**config.mk**
```make
export PLATFORM = sky130hd
export DESIGN_NAME = periodic_and_daily_event_scheduler
export DESIGN_NICKNAME = d
export VERILOG_FILES = /design/src/hdl/pdes_pkg.sv /design/src/hdl/pdes_div.sv /design/src/hdl/pdes_dp.sv /design/src/hdl/pdes_ctrl.sv /design/src/hdl/periodic_and_daily_event_scheduler.sv
export VERILOG_INCLUDE_DIRS = /design/src /design/src/hdl
export SDC_FILE = /design/constraint.sdc
export NUM_CORES = 2
export LEC_CHECK = 0
export BUFFER_PORTS_ARGS = -buffer_cell sky130_fd_sc_hd__clkbuf_2
export CAP_MARGIN = 10
export CORE_MARGIN = 3
export CORE_UTILIZATION = 50
export DETAILED_ROUTE_END_ITERATION = 8
export PLACE_DENSITY = 0.66
export REMOVE_ABC_BUFFERS = 1
export SETUP_SLACK_MARGIN = 0.15
export SYNTH_ARGS = -nofsm -noshare
export SYNTH_HDL_FRONTEND = slang
export SYNTH_SLANG_ARGS = --single-unit
```
**constraint.sdc**
```tcl
create_clock -name i_clk -period 9.3 [get_ports i_clk]
set_input_delay 0 -clock i_clk [delete_from_list [all_inputs] [get_ports i_clk]]
set_output_delay 0 -clock i_clk [all_outputs]
set_load 0.03 [all_outputs]
```
**src/hdl/periodic_and_daily_event_scheduler_defines.svh**
```systemverilog
// ---------------------------------------------------------------------------
// Assertion macros for the periodic and daily event scheduler
// Clocked property checks; empty when building for synthesis.
// ---------------------------------------------------------------------------
`ifndef PERIODIC_AND_DAILY_EVENT_SCHEDULER_DEFINES_SVH
`define PERIODIC_AND_DAILY_EVENT_SCHEDULER_DEFINES_SVH
`ifndef SYNTHESIS
// check a property with reset masking
`define PDES_ASSERT(lbl, clk, rst_n, prop) \
    lbl: assert property (@(posedge clk) disable iff (!(rst_n)) prop) \
        else $error("pdes assertion failed");
// check a property at every edge, reset included
`define PDES_ASSERT_ALWAYS(lbl, clk, prop) \
    lbl: assert property (@(posedge clk) prop) \
        else $error("pdes assertion failed");
`else
`define PDES_ASSERT(lbl, clk, rst_n, prop)
`define PDES_ASSERT_ALWAYS(lbl, clk, prop)
`endif
`endif

```
**src/hdl/pdes_pkg.sv**
```systemverilog
// ---------------------------------------------------------------------------
// pdes_pkg
// Widths, time constants, codes and controller/datapath interface types.
// ---------------------------------------------------------------------------
package pdes_pkg;

    localparam int NOW_W  = 48;
    localparam int NCT_W  = 49;
    localparam int IV_W   = 42;
    localparam int HOUR_W = 27;
    localparam int RH_W   = 22;
    localparam int DAY_W  = 22;
    localparam int LFD_W  = 23;
    localparam int HOD_W  = 5;
    localparam int NEXT_W = 28;
    localparam int SECS_W = 18;
    localparam int DIVD_W = 49;
    localparam int DIVS_W = 42;
    localparam int CFG_W  = 32;
    localparam int CIDX_W = 2;
    localparam int HREM_W = 17;
    localparam int X3_W   = 26;

    localparam logic [IV_W-1:0] MS_SEC    = 42'd1000;
    localparam logic [IV_W-1:0] MS_HOUR   = 42'd3600000;
    localparam logic [IV_W-1:0] HOURS_DAY = 42'd24;

    // hour split: now >> 7 divided by 28125 (3600000 >> 7), estimated from
    // the top 32 bits with floor(2^41 / 28125), then fixed up by at most two
    localparam logic [HOUR_W-1:0] HOUR_RECIP  = 27'd78187493;
    localparam logic [HREM_W-1:0] HOUR_ODD    = 17'd28125;
    localparam logic [HREM_W-1:0] HOUR_ODD_X2 = 17'd56250;

    // exact divide by 3 for values below 2^25
    localparam logic [23:0] DIV3_RECIP = 24'd11184811;
    localparam int          DIV3_SH    = 25;

    // exact divide by 125 for values below 2^26
    localparam logic [26:0] SEC_RECIP = 27'd68719477;
    localparam int          SEC_SH    = 33;

    localparam logic [CIDX_W-1:0] CFG_INTERVAL = 2'd0;
    localparam logic [CIDX_W-1:0] CFG_HOUR     = 2'd1;
    localparam logic [CIDX_W-1:0] CFG_CAP      = 2'd2;

    localparam logic FUNC_TICK  = 1'b0;
    localparam logic FUNC_QUERY = 1'b1;

    typedef struct packed {
        logic load_in;
        logic hr_mul;
        logic hr_rem;
        logic save_hour;
        logic day_mul;
        logic save_day;
        logic tick_eval;
        logic div_start;
        logic save_cap;
        logic calc_day;
        logic calc_next;
        logic sec_add;
        logic save_secs;
        logic out_load;
    } t_cmd;

    typedef struct packed {
        logic div_done;
        logic is_query;
        logic cap_hit;
    } t_stat;

endpackage

```
**src/hdl/pdes_div.sv**
```systemverilog
// ---------------------------------------------------------------------------
// pdes_div
// Restoring divider, one quotient bit per cycle.
// ---------------------------------------------------------------------------
module pdes_div
    import pdes_pkg::*;
(
    input  logic              i_clk,
    input  logic              i_rst_n,
    input  logic              i_start,
    input  logic [DIVD_W-1:0] i_dividend,
    input  logic [DIVS_W-1:0] i_divisor,
    output logic              o_done,
    output logic [DIVS_W-1:0] o_rem
);

    localparam int CNT_W = $clog2(DIVD_W);

    logic              r_busy;
    logic              r_done;
    logic [CNT_W-1:0]  r_cnt;
    logic [DIVD_W-1:0] r_quot;
    logic [DIVS_W-1:0] r_rem;
    logic [DIVS_W-1:0] r_dvs;
    logic [DIVS_W:0]   w_sh;
    logic [DIVS_W:0]   w_diff;
    logic              w_ge;

    assign w_sh   = {r_rem, r_quot[DIVD_W-1]};
    assign w_diff = w_sh - {1'b0, r_dvs};
    assign w_ge   = !w_diff[DIVS_W];

    always_ff @(posedge i_clk) begin
        if (!i_rst_n) begin
            r_busy <= 1'b0;
            r_done <= 1'b0;
        end else begin
            r_done <= 1'b0;
            if (i_start) begin
                r_busy <= 1'b1;
                r_cnt  <= '0;
                r_quot <= i_dividend;
                r_rem  <= '0;
                r_dvs  <= i_divisor;
            end else if (r_busy) begin
                r_quot <= {r_quot[DIVD_W-2:0], w_ge};
                r_rem  <= w_ge ? w_diff[DIVS_W-1:0] : w_sh[DIVS_W-1:0];
                r_cnt  <= r_cnt + 1'b1;
                if (r_cnt == CNT_W'(DIVD_W - 1)) begin
                    r_busy <= 1'b0;
                    r_done <= 1'b1;
                end
            end
        end
    end

    assign o_done = r_done;
    assign o_rem  = r_rem;

endmodule

```
**src/hdl/pdes_dp.sv**
```systemverilog
// ---------------------------------------------------------------------------
// pdes_dp
// Datapath: settings, schedule state, divider and result word.
// ---------------------------------------------------------------------------
module pdes_dp
    import pdes_pkg::*;
(
    input  logic              i_clk,
    input  logic              i_rst_n,
    input  logic              i_cfg_we,
    input  logic [CIDX_W-1:0] i_cfg_index,
    input  logic [CFG_W-1:0]  i_cfg_data,
    input  logic              i_func,
    input  logic [NOW_W-1:0]  i_now_ms,
    input  t_cmd              i_cmd,
    output t_stat             o_stat,
    output logic              o_capture_due,
    output logic              o_daily_due,
    output logic [SECS_W-1:0] o_sleep_seconds
);

    localparam int Y_W  = NOW_W - 7;
    localparam int QP_W = 32 + HOUR_W;
    localparam int DP_W = 48;
    localparam int SP_W = X3_W + 27;

    logic [CFG_W-1:0]  r_cfg_iv;
    logic [HOD_W-1:0]  r_cfg_hour;
    logic [CFG_W-1:0]  r_cfg_cap;
    logic [IV_W-1:0]   r_iv;
    logic [IV_W-1:0]   r_lim;
    logic              r_func;
    logic [NOW_W-1:0]  r_now;
    logic [NCT_W-1:0]  r_nct;
    logic [LFD_W-1:0]  r_lfd;
    logic              r_lfv;
    logic [HOUR_W-1:0] r_qe;
    logic [HREM_W-1:0] r_hr;
    logic [HOUR_W-1:0] r_h;
    logic [RH_W-1:0]   r_rh;
    logic [DAY_W-1:0]  r_day;
    logic [HOD_W-1:0]  r_hod;
    logic              r_cap;
    logic              r_dly;
    logic [NEXT_W-1:0] r_uday;
    logic [NEXT_W-1:0] r_next;
    logic [X3_W-1:0]   r_x3;
    logic [SECS_W-1:0] r_secs;

    logic [DIVD_W-1:0]        w_dvd;
    logic [DIVS_W-1:0]        w_dvs;
    logic                     w_done;
    logic [DIVS_W-1:0]        w_rem;
    logic [QP_W-1:0]          w_qprod;
    logic [Y_W-1:0]           w_qmul;
    logic [Y_W-1:0]           w_hdiff;
    logic                     w_h1;
    logic                     w_h2;
    logic [HOUR_W-1:0]        w_hq_fix;
    logic [HREM_W-1:0]        w_hr_fix;
    logic [DP_W-1:0]          w_dprod;
    logic [NEXT_W:0]          w_rnd;
    logic [SP_W-1:0]          w_sprod;
    logic [SP_W-SEC_SH-1:0]   w_sq;
    logic                     w_cap_hit;
    logic                     w_fired;
    logic                     w_ahead;
    logic [NOW_W-1:0]         w_base;
    logic [5:0]               w_k;
    logic [NEXT_W-1:0]        w_kms;
    logic [NCT_W-1:0]         w_ucap;
    logic [NEXT_W-1:0]        w_min;

    assign w_cap_hit = (r_nct == '0) || ({1'b0, r_now} >= r_nct);
    assign w_fired   = r_lfv && (r_lfd == {1'b0, r_day});
    assign w_ahead   = (r_cfg_hour > r_hod) && !w_fired;
    assign w_base    = (r_nct == '0) ? r_now : r_nct[NOW_W-1:0];
    assign w_k       = ({1'b0, r_cfg_hour} - {1'b0, r_hod}) + (w_ahead ? 6'd0 : 6'd24);
    assign w_kms     = NEXT_W'(w_k) * NEXT_W'(MS_HOUR);
    assign w_ucap    = ({1'b0, r_now} < r_nct) ? (r_nct - {1'b0, r_now}) : NCT_W'(r_iv);
    assign w_min     = (w_ucap < NCT_W'(r_uday)) ? w_ucap[NEXT_W-1:0] : r_uday;

    // hour of time: estimate, remainder against the estimate, fix up
    assign w_qprod  = QP_W'(r_now[NOW_W-1:16]) * QP_W'(HOUR_RECIP);
    assign w_qmul   = Y_W'(r_qe) * Y_W'(HOUR_ODD);
    assign w_hdiff  = r_now[NOW_W-1:7] - w_qmul;
    assign w_h2     = (r_hr >= HOUR_ODD_X2);
    assign w_h1     = (r_hr >= HOUR_ODD);
    assign w_hq_fix = r_qe + (w_h2 ? HOUR_W'(2) : (w_h1 ? HOUR_W'(1) : '0));
    assign w_hr_fix = w_h2 ? (r_hr - HOUR_ODD_X2) : (w_h1 ? (r_hr - HOUR_ODD) : r_hr);

    // day from hours: (h >> 3) / 3
    assign w_dprod  = DP_W'(r_h[HOUR_W-1:3]) * DP_W'(DIV3_RECIP);

    // rounded-up seconds: ((next + 999) >> 3) / 125
    assign w_rnd    = {1'b0, r_next} + (NEXT_W+1)'(MS_SEC - 1'b1);
    assign w_sprod  = SP_W'(r_x3) * SP_W'(SEC_RECIP);
    assign w_sq     = w_sprod[SP_W-1:SEC_SH];

    // divider serves only the capture catch-up remainder
    assign w_dvd = {1'b0, r_now - w_base};
    assign w_dvs = r_iv;

    pdes_div u_div (
        .i_clk      (i_clk),
        .i_rst_n    (i_rst_n),
        .i_start    (i_cmd.div_start),
        .i_dividend (w_dvd),
        .i_divisor  (w_dvs),
        .o_done     (w_done),
        .o_rem      (w_rem)
    );

    always_ff @(posedge i_clk) begin
        if (!i_rst_n) begin
            r_cfg_iv   <= '0;
            r_cfg_hour <= '0;
            r_cfg_cap  <= '0;
            r_nct      <= '0;
            r_lfv      <= 1'b0;
        end else begin
            if (i_cfg_we) begin
                unique case (i_cfg_index)
                    CFG_INTERVAL: r_cfg_iv   <= i_cfg_data;
                    CFG_HOUR:     r_cfg_hour <= i_cfg_data[HOD_W-1:0];
                    CFG_CAP:      r_cfg_cap  <= i_cfg_data;
                    default:      ;
                endcase
            end
            if (i_cmd.tick_eval && (r_hod == r_cfg_hour) && !w_fired) begin
                r_lfd <= {1'b0, r_day};
                r_lfv <= 1'b1;
            end
            if (i_cmd.save_cap) begin
                r_nct <= {1'b0, r_now} - NCT_W'(w_rem) + NCT_W'(r_iv);
            end
        end
    end

    always_ff @(posedge i_clk) begin
        r_iv  <= (r_cfg_iv == '0) ? MS_HOUR : IV_W'(r_cfg_iv) * MS_SEC;
        r_lim <= IV_W'(r_cfg_cap) * MS_SEC;
        if (i_cmd.load_in) begin
            r_func <= i_func;
            r_now  <= i_now_ms;
        end
        if (i_cmd.hr_mul) begin
            r_qe <= w_qprod[QP_W-1:32];
        end
        if (i_cmd.hr_rem) begin
            r_hr <= w_hdiff[HREM_W-1:0];
        end
        if (i_cmd.save_hour) begin
            r_h  <= w_hq_fix;
            r_rh <= {w_hr_fix[14:0], r_now[6:0]};
        end
        if (i_cmd.day_mul) begin
            r_day <= w_dprod[DIV3_SH +: DAY_W];
        end
        if (i_cmd.save_day) begin
            r_hod <= HOD_W'(r_h - HOUR_W'(r_day) * HOUR_W'(HOURS_DAY));
        end
        if (i_cmd.tick_eval) begin
            r_cap <= w_cap_hit;
            r_dly <= (r_hod == r_cfg_hour) && !w_fired;
        end
        if (i_cmd.calc_day) begin
            r_uday <= w_kms - NEXT_W'(r_rh);
        end
        if (i_cmd.calc_next) begin
            r_next <= ((r_lim != '0) && (r_lim < IV_W'(w_min))) ? r_lim[NEXT_W-1:0] : w_min;
        end
        if (i_cmd.sec_add) begin
            r_x3 <= w_rnd[NEXT_W:3];
        end
        if (i_cmd.save_secs) begin
            r_secs <= (w_sq == '0) ? SECS_W'(1) : w_sq[SECS_W-1:0];
        end
        if (i_cmd.out_load) begin
            o_capture_due   <= (r_func == FUNC_TICK) && r_cap;
            o_daily_due     <= (r_func == FUNC_TICK) && r_dly;
            o_sleep_seconds <= (r_func == FUNC_QUERY) ? r_secs : '0;
        end
    end

    assign o_stat.div_done = w_done;
    assign o_stat.is_query = (r_func == FUNC_QUERY);
    assign o_stat.cap_hit  = w_cap_hit;

endmodule

```
**src/hdl/pdes_ctrl.sv**
```systemverilog
// ---------------------------------------------------------------------------
// pdes_ctrl
// Sequencer: steps one word through the datapath passes and hands off.
// ---------------------------------------------------------------------------
`include "periodic_and_daily_event_scheduler_defines.svh"
module pdes_ctrl
    import pdes_pkg::*;
(
    input  logic  i_clk,
    input  logic  i_rst_n,
    input  logic  i_in_valid,
    output logic  o_in_ready,
    output logic  o_out_valid,
    input  logic  i_out_ready,
    input  t_stat i_stat,
    output t_cmd  o_cmd
);

    typedef enum logic [3:0] {
        S_IDLE,
        S_HOUR,
        S_HOUR_FIX,
        S_HOUR_ADJ,
        S_DAY,
        S_DAY_REM,
        S_TICK,
        S_CAP_WAIT,
        S_QDAY,
        S_QNEXT,
        S_SEC,
        S_SEC_MUL,
        S_DONE
    } t_state;

    t_state r_state, n_state;
    logic   r_out_valid, n_out_valid;

    assign o_in_ready  = (r_state == S_IDLE);
    assign o_out_valid = r_out_valid;

    always_comb begin
        n_state     = r_state;
        n_out_valid = r_out_valid && !i_out_ready;
        o_cmd       = '0;
        unique case (r_state)
            S_IDLE: begin
                if (i_in_valid) begin
                    o_cmd.load_in = 1'b1;
                    n_state       = S_HOUR;
                end
            end
            S_HOUR: begin
                o_cmd.hr_mul = 1'b1;
                n_state      = S_HOUR_FIX;
            end
            S_HOUR_FIX: begin
                o_cmd.hr_rem = 1'b1;
                n_state      = S_HOUR_ADJ;
            end
            S_HOUR_ADJ: begin
                o_cmd.save_hour = 1'b1;
                n_state         = S_DAY;
            end
            S_DAY: begin
                o_cmd.day_mul = 1'b1;
                n_state       = S_DAY_REM;
            end
            S_DAY_REM: begin
                o_cmd.save_day = 1'b1;
                n_state        = i_stat.is_query ? S_QDAY : S_TICK;
            end
            S_TICK: begin
                o_cmd.tick_eval = 1'b1;
                if (i_stat.cap_hit) begin
                    o_cmd.div_start = 1'b1;
                    n_state         = S_CAP_WAIT;
                end else begin
                    n_state = S_DONE;
                end
            end
            S_CAP_WAIT: begin
                if (i_stat.div_done) begin
                    o_cmd.save_cap = 1'b1;
                    n_state        = S_DONE;
                end
            end
            S_QDAY: begin
                o_cmd.calc_day = 1'b1;
                n_state        = S_QNEXT;
            end
            S_QNEXT: begin
                o_cmd.calc_next = 1'b1;
                n_state         = S_SEC;
            end
            S_SEC: begin
                o_cmd.sec_add = 1'b1;
                n_state       = S_SEC_MUL;
            end
            S_SEC_MUL: begin
                o_cmd.save_secs = 1'b1;
                n_state         = S_DONE;
            end
            S_DONE: begin
                if (!r_out_valid || i_out_ready) begin
                    o_cmd.out_load = 1'b1;
                    n_out_valid    = 1'b1;
                    n_state        = S_IDLE;
                end
            end
            default: n_state = S_IDLE;
        endcase
    end

    always_ff @(posedge i_clk) begin
        if (!i_rst_n) begin
            r_state     <= S_IDLE;
            r_out_valid <= 1'b0;
        end else begin
            r_state     <= n_state;
            r_out_valid <= n_out_valid;
        end
    end

    `PDES_ASSERT(a_one_in_flight, i_clk, i_rst_n, (i_in_valid && o_in_ready) |=> !o_in_ready)
    `PDES_ASSERT(a_no_overwrite, i_clk, i_rst_n, o_cmd.out_load |-> (!r_out_valid || i_out_ready))
    `PDES_ASSERT(a_div_only_busy, i_clk, i_rst_n, o_cmd.div_start |-> !o_in_ready)
    `PDES_ASSERT_ALWAYS(a_reset_clears, i_clk, !i_rst_n |=> (!o_out_valid && o_in_ready))

endmodule

```
**src/hdl/periodic_and_daily_event_scheduler.sv**
```systemverilog
// ---------------------------------------------------------------------------
// periodic_and_daily_event_scheduler
// Tick-driven capture and daily event flags with sleep-time queries.
// ---------------------------------------------------------------------------
// One word goes in, one word comes out. A tick (tuser = 0) reports whether a
// periodic capture is due and whether the once-a-day event fires, and moves
// the schedule forward; a query (tuser = 1) reports whole seconds, rounded
// up, until the nearer event, limited by the optional cap. Every word first
// splits the time into hour and day with reciprocal multiplies. A tick that
// captures then runs the bit-serial divider for the catch-up remainder; a
// query instead works out the sleep time. The next word is taken at the
// earliest in the cycle after the result is loaded, so no new word is taken
// until the last one is through; a result left waiting holds the next word
// in its final step until the output register frees.
// Settings may be written at any time the block is idle; there is no
// clearing pass after reset.
// ---------------------------------------------------------------------------
module periodic_and_daily_event_scheduler
    import pdes_pkg::*;
(
    input  logic              i_clk,
    input  logic              i_rst_n,
    // configuration write channel
    input  logic              i_cfg_valid,
    output logic              o_cfg_ready,
    input  logic [CIDX_W-1:0] i_cfg_index,
    input  logic [CFG_W-1:0]  i_cfg_data,
    // input stream
    input  logic              s_axis_tvalid,
    output logic              s_axis_tready,
    input  logic [NOW_W-1:0]  s_axis_tdata,  // [47:0] now_ms
    input  logic              s_axis_tuser,  // [0] func
    // result stream
    output logic              m_axis_tvalid,
    input  logic              m_axis_tready,
    output logic [23:0]       m_axis_tdata,  // [17:0] sleep_seconds, [23:18] zero
    output logic [1:0]        m_axis_tuser   // [0] capture_due, [1] daily_due
);

    t_cmd              w_cmd;
    t_stat             w_stat;
    logic [SECS_W-1:0] w_secs;

    // settings are taken in any cycle
    assign o_cfg_ready = 1'b1;

    pdes_ctrl u_ctrl (
        .i_clk       (i_clk),
        .i_rst_n     (i_rst_n),
        .i_in_valid  (s_axis_tvalid),
        .o_in_ready  (s_axis_tready),
        .o_out_valid (m_axis_tvalid),
        .i_out_ready (m_axis_tready),
        .i_stat      (w_stat),
        .o_cmd       (w_cmd)
    );

    pdes_dp u_dp (
        .i_clk           (i_clk),
        .i_rst_n         (i_rst_n),
        .i_cfg_we        (i_cfg_valid),
        .i_cfg_index     (i_cfg_index),
        .i_cfg_data      (i_cfg_data),
        .i_func          (s_axis_tuser),
        .i_now_ms        (s_axis_tdata),
        .i_cmd           (w_cmd),
        .o_stat          (w_stat),
        .o_capture_due   (m_axis_tuser[0]),
        .o_daily_due     (m_axis_tuser[1]),
        .o_sleep_seconds (w_secs)
    );

    // pad the seconds out to whole bytes
    assign m_axis_tdata = {6'd0, w_secs};

endmodule

```
==> qor.csv <==
stage;metric;value;unit
detailed_routing;first_iter_violations;3588;
sta;fmax;115;MHz
detailed_routing;viasPerCell;5.44;
sta;worst-slew-pin-transition;1.11;ns
grt;antenna_found_initial;5;
detailed_routing;dr_wl_met3;10000;µm
sta;setup_viol;0;
cts;cts.sink_count;653;
layout;fin_nets;11300;
critical_path;path_delay_family;adder cells;
floorplanning;ioPinCount;117;
sta;rsz0062_at_grt;no;
placed_design;io_buffer_count;109;
synth;syn_area;85000;µm²
detailed_routing;wire_per_inst;20.9;µm
grt;grt_pass1_wl;362000;µm
placed_design;dpl.hpwl;194000;µm
detailed_routing;highest_layer;met4;
hold_path;holdCritPathClass;input port to register;
cts;htree_num_levels;3;
placed_design;place.gp.congestion;0.958;
grt;grt_max_degree;87;
detailed_routing;firstDrtPassIters;6;
detailed_routing;antenna_left;0;
sta;finalMaxSlewViolations;0;
synth;synth-edff-count;449;
detailed_routing;drt-met1-wl;105000;µm
synth;ys_types;85;
sta;finalCriticalPeriod;8.70;ns
cts;clk_latency;0.69;ns
floorplanning;start_util;50.6;%
critical_path;startpoint_type;register;
critical_path;end_kind;register;
flow_run;drv_cap;0;
critical_path;crit_top_cell;fa_1;
detailed_routing;num_vias;59700;
critical_path;cp_max_fo;7;
detailed_routing;drc;0;
synth;ys_ff_latch;653;
sta;slew_headroom;26.0;%
cts;path_clk_slew;0.06;ns
floorplanning;fp.coreArea;168000;µm²
floorplanning;num_rows;150;
layout;fin_util;55.1;%
critical_path;crit_required;9.80;ns
cts;cts_buffer_depth;3;
critical_path;slowest_delay;0.76;ns
synth;yosysSeqAreaShare;20.7;%
sta;period_share;93.5;%
cts;cts_root_buf;clkbuf_16;
grt;grt_overflow_total;0;
critical_path;crit_type;register to register;
critical_path;worstPathArrival;9.20;ns
detailed_routing;met2_length;109000;µm
critical_path;critPathBufInv;4;
layout;drive_gt1_share;4.63;%
synth;synth_warnings;0;
critical_path;cpMaxStageDelayCell;a211oi_1;
grt;grt_pass1_vias;62500;
detailed_routing;wl;229000;µm
floorplanning;die_h;418;µm
cts;numCtsBuffers;79;
sta;skew;0.0459;ns
grt;grt_use_total;26.8;%
status;status;complete, no violations;
synth;synthArstFlopShare;0;%
synth;ys.flop_type;edfxtp_1;
sta;hold_violations;0;
floorplanning;fp.dieArea;175000;µm²
cts;tritoncts;done;
layout;area_growth;8.88;%
floorplanning;die_x;418;µm
synth;syn-instance-count;8445;
synth;syn_avg_cell_area;10.1;µm²
## layout make-up
class | instances | area, µm²
Timing Repair Buffer | 313 | 2380
Multi-Input combinational cell | 5801 | 60100
Sequential cell | 653 | 17600
Fill cell | 14700 | 75400
Clock inverter | 42 | 613
Tap cell | 2204 | 2760
Inverter | 1867 | 7010
Antenna cell | 2 | 5.00
Clock buffer | 101 | 2170
## repair_timing
action | in CTS | in global routing
hold buffers | 102 | 1
endpoints found under the setup margin | 0 | 28
resized for setup | 0 | 6
hold endpoints to repair | 127 | 6
setup buffers | 0 | 8
## synth_stat cells, drive strengths merged (18+ instances only)
cell type / count / area share, %
inv: 1867 / 8.2
ha: 1392 / 20
fa: 1120 / 26
nand2: 486 / 2.1
edfxtp: 449 / 16
a21oi: 403 / 2.4
o21ai: 294 / 1.7
xnor2: 278 / 2.9
nor2: 277 / 1.2
dfxtp: 204 / 4.8
a21o: 177 / 1.6
xor2: 163 / 1.7
nand3: 112 / 0.66
clkbuf: 107 / 0.47
nor3: 85 / 0.50
a21boi: 84 / 0.74
and2: 75 / 0.55
nand4: 70 / 0.52
mux2i: 68 / 0.82
nor2b: 68 / 0.50
o21a: 63 / 0.56
o21bai: 60 / 0.53
nand2b: 54 / 0.40
and3: 47 / 0.35
nor4: 43 / 0.33
a211oi: 39 / 0.35
a31oi: 31 / 0.23
or3: 30 / 0.22
o211ai: 28 / 0.25
buf: 22 / 0.17
o31ai: 21 / 0.19
nand3b: 19 / 0.17
or2: 18 / 0.13
## stage by stage
step	setup slack [ns]	cell area (µm²)	cells	TNS, ns	hold WS, ns
after floorplan	-0.734	84500	8321	-19.86	0.0989
after global placement	0.308	88600	10700	0	0.182
after detailed placement	0.170	88600	10700	0	0.184
after CTS	0.166	92400	11000	0	0.0184
after global routing	0.123	92600	11000	0	0.0289
final	0.604	92600	11000	0	0.0589
## placed cells by master (no fill, tap or decap), types with 108 or more instances in the layout
cell type,netlist,final
a21o_1,177,177
a21oi_1,403,402
clkbuf_2,0,108
dfxtp_1,204,204
edfxtp_1,449,449
fa_1,1120,1120
ha_1,1392,1391
inv_1,1867,1867
nand2_1,486,484
nand3_1,112,112
nor2_1,277,275
o21ai_0,293,293
xnor2_1,278,277
xor2_1,163,162
## final timing paths
path	startpoint	to	slack (ns)	cells past startpoint
min reg2reg	u_dp.r_iv[26]	u_dp.u_div.r_dvs[26]	0.42	0
min	s_axis_tdata[31]	u_dp.r_now[31]	0.06	2
max reg2reg	u_dp.r_x3[15]	u_dp.r_secs[0]	0.60	25
max	u_dp.r_x3[15]	u_dp.r_secs[0]	0.60	25
## registers in the layout (all words and copies together) (netlist names), 17 cells and up
signal	count
u_dp.r_nct	49
u_dp.u_div.r_quot	49
u_dp.r_now	48
u_dp.u_div.o_rem	42
u_dp.r_iv	39
u_dp.r_lim	39
u_dp.u_div.r_dvs	39
u_dp.r_cfg_cap	32
u_dp.r_cfg_iv	32
u_dp.r_next	28
u_dp.r_uday	28
u_dp.r_h	27
u_dp.r_qe	27
u_dp.r_x3	26
u_dp.r_day	22
u_dp.r_lfd	22
u_dp.r_rh	22
u_dp.o_sleep_seconds	18
u_dp.r_secs	18
u_dp.r_hr	17
## metal layers
| metal | vias up | GRT usage, % |
|---|---|---|
| met5 | - | 0 |
| met4 | 0 | 6.62 |
| met3 | 310 | 2.99 |
| met2 | 1281 | 44.9 |
| met1 | 29900 | 37.1 |
| li1 | 28300 | - |
## logic make-up after synthesis
| kind of cell | after synthesis | synth area share [%] |
|---|---|---|
| other | 2 | 0.00883 |
| buffers and inverters | 1996 | 8.89 |
| AO/OA/AOI/OAI | 1352 | 10.1 |
| flip-flops | 653 | 20.7 |
| AND/OR/NAND/NOR | 1417 | 8.02 |
| multiplexers | 72 | 0.868 |
| XOR/XNOR | 441 | 4.54 |
| adder cells (fa/ha/maj) | 2512 | 46.9 |
Power is left out: the tool's default activity adds up to more than one toggle a clock period on the data nets, which glitch-free logic cannot reach.
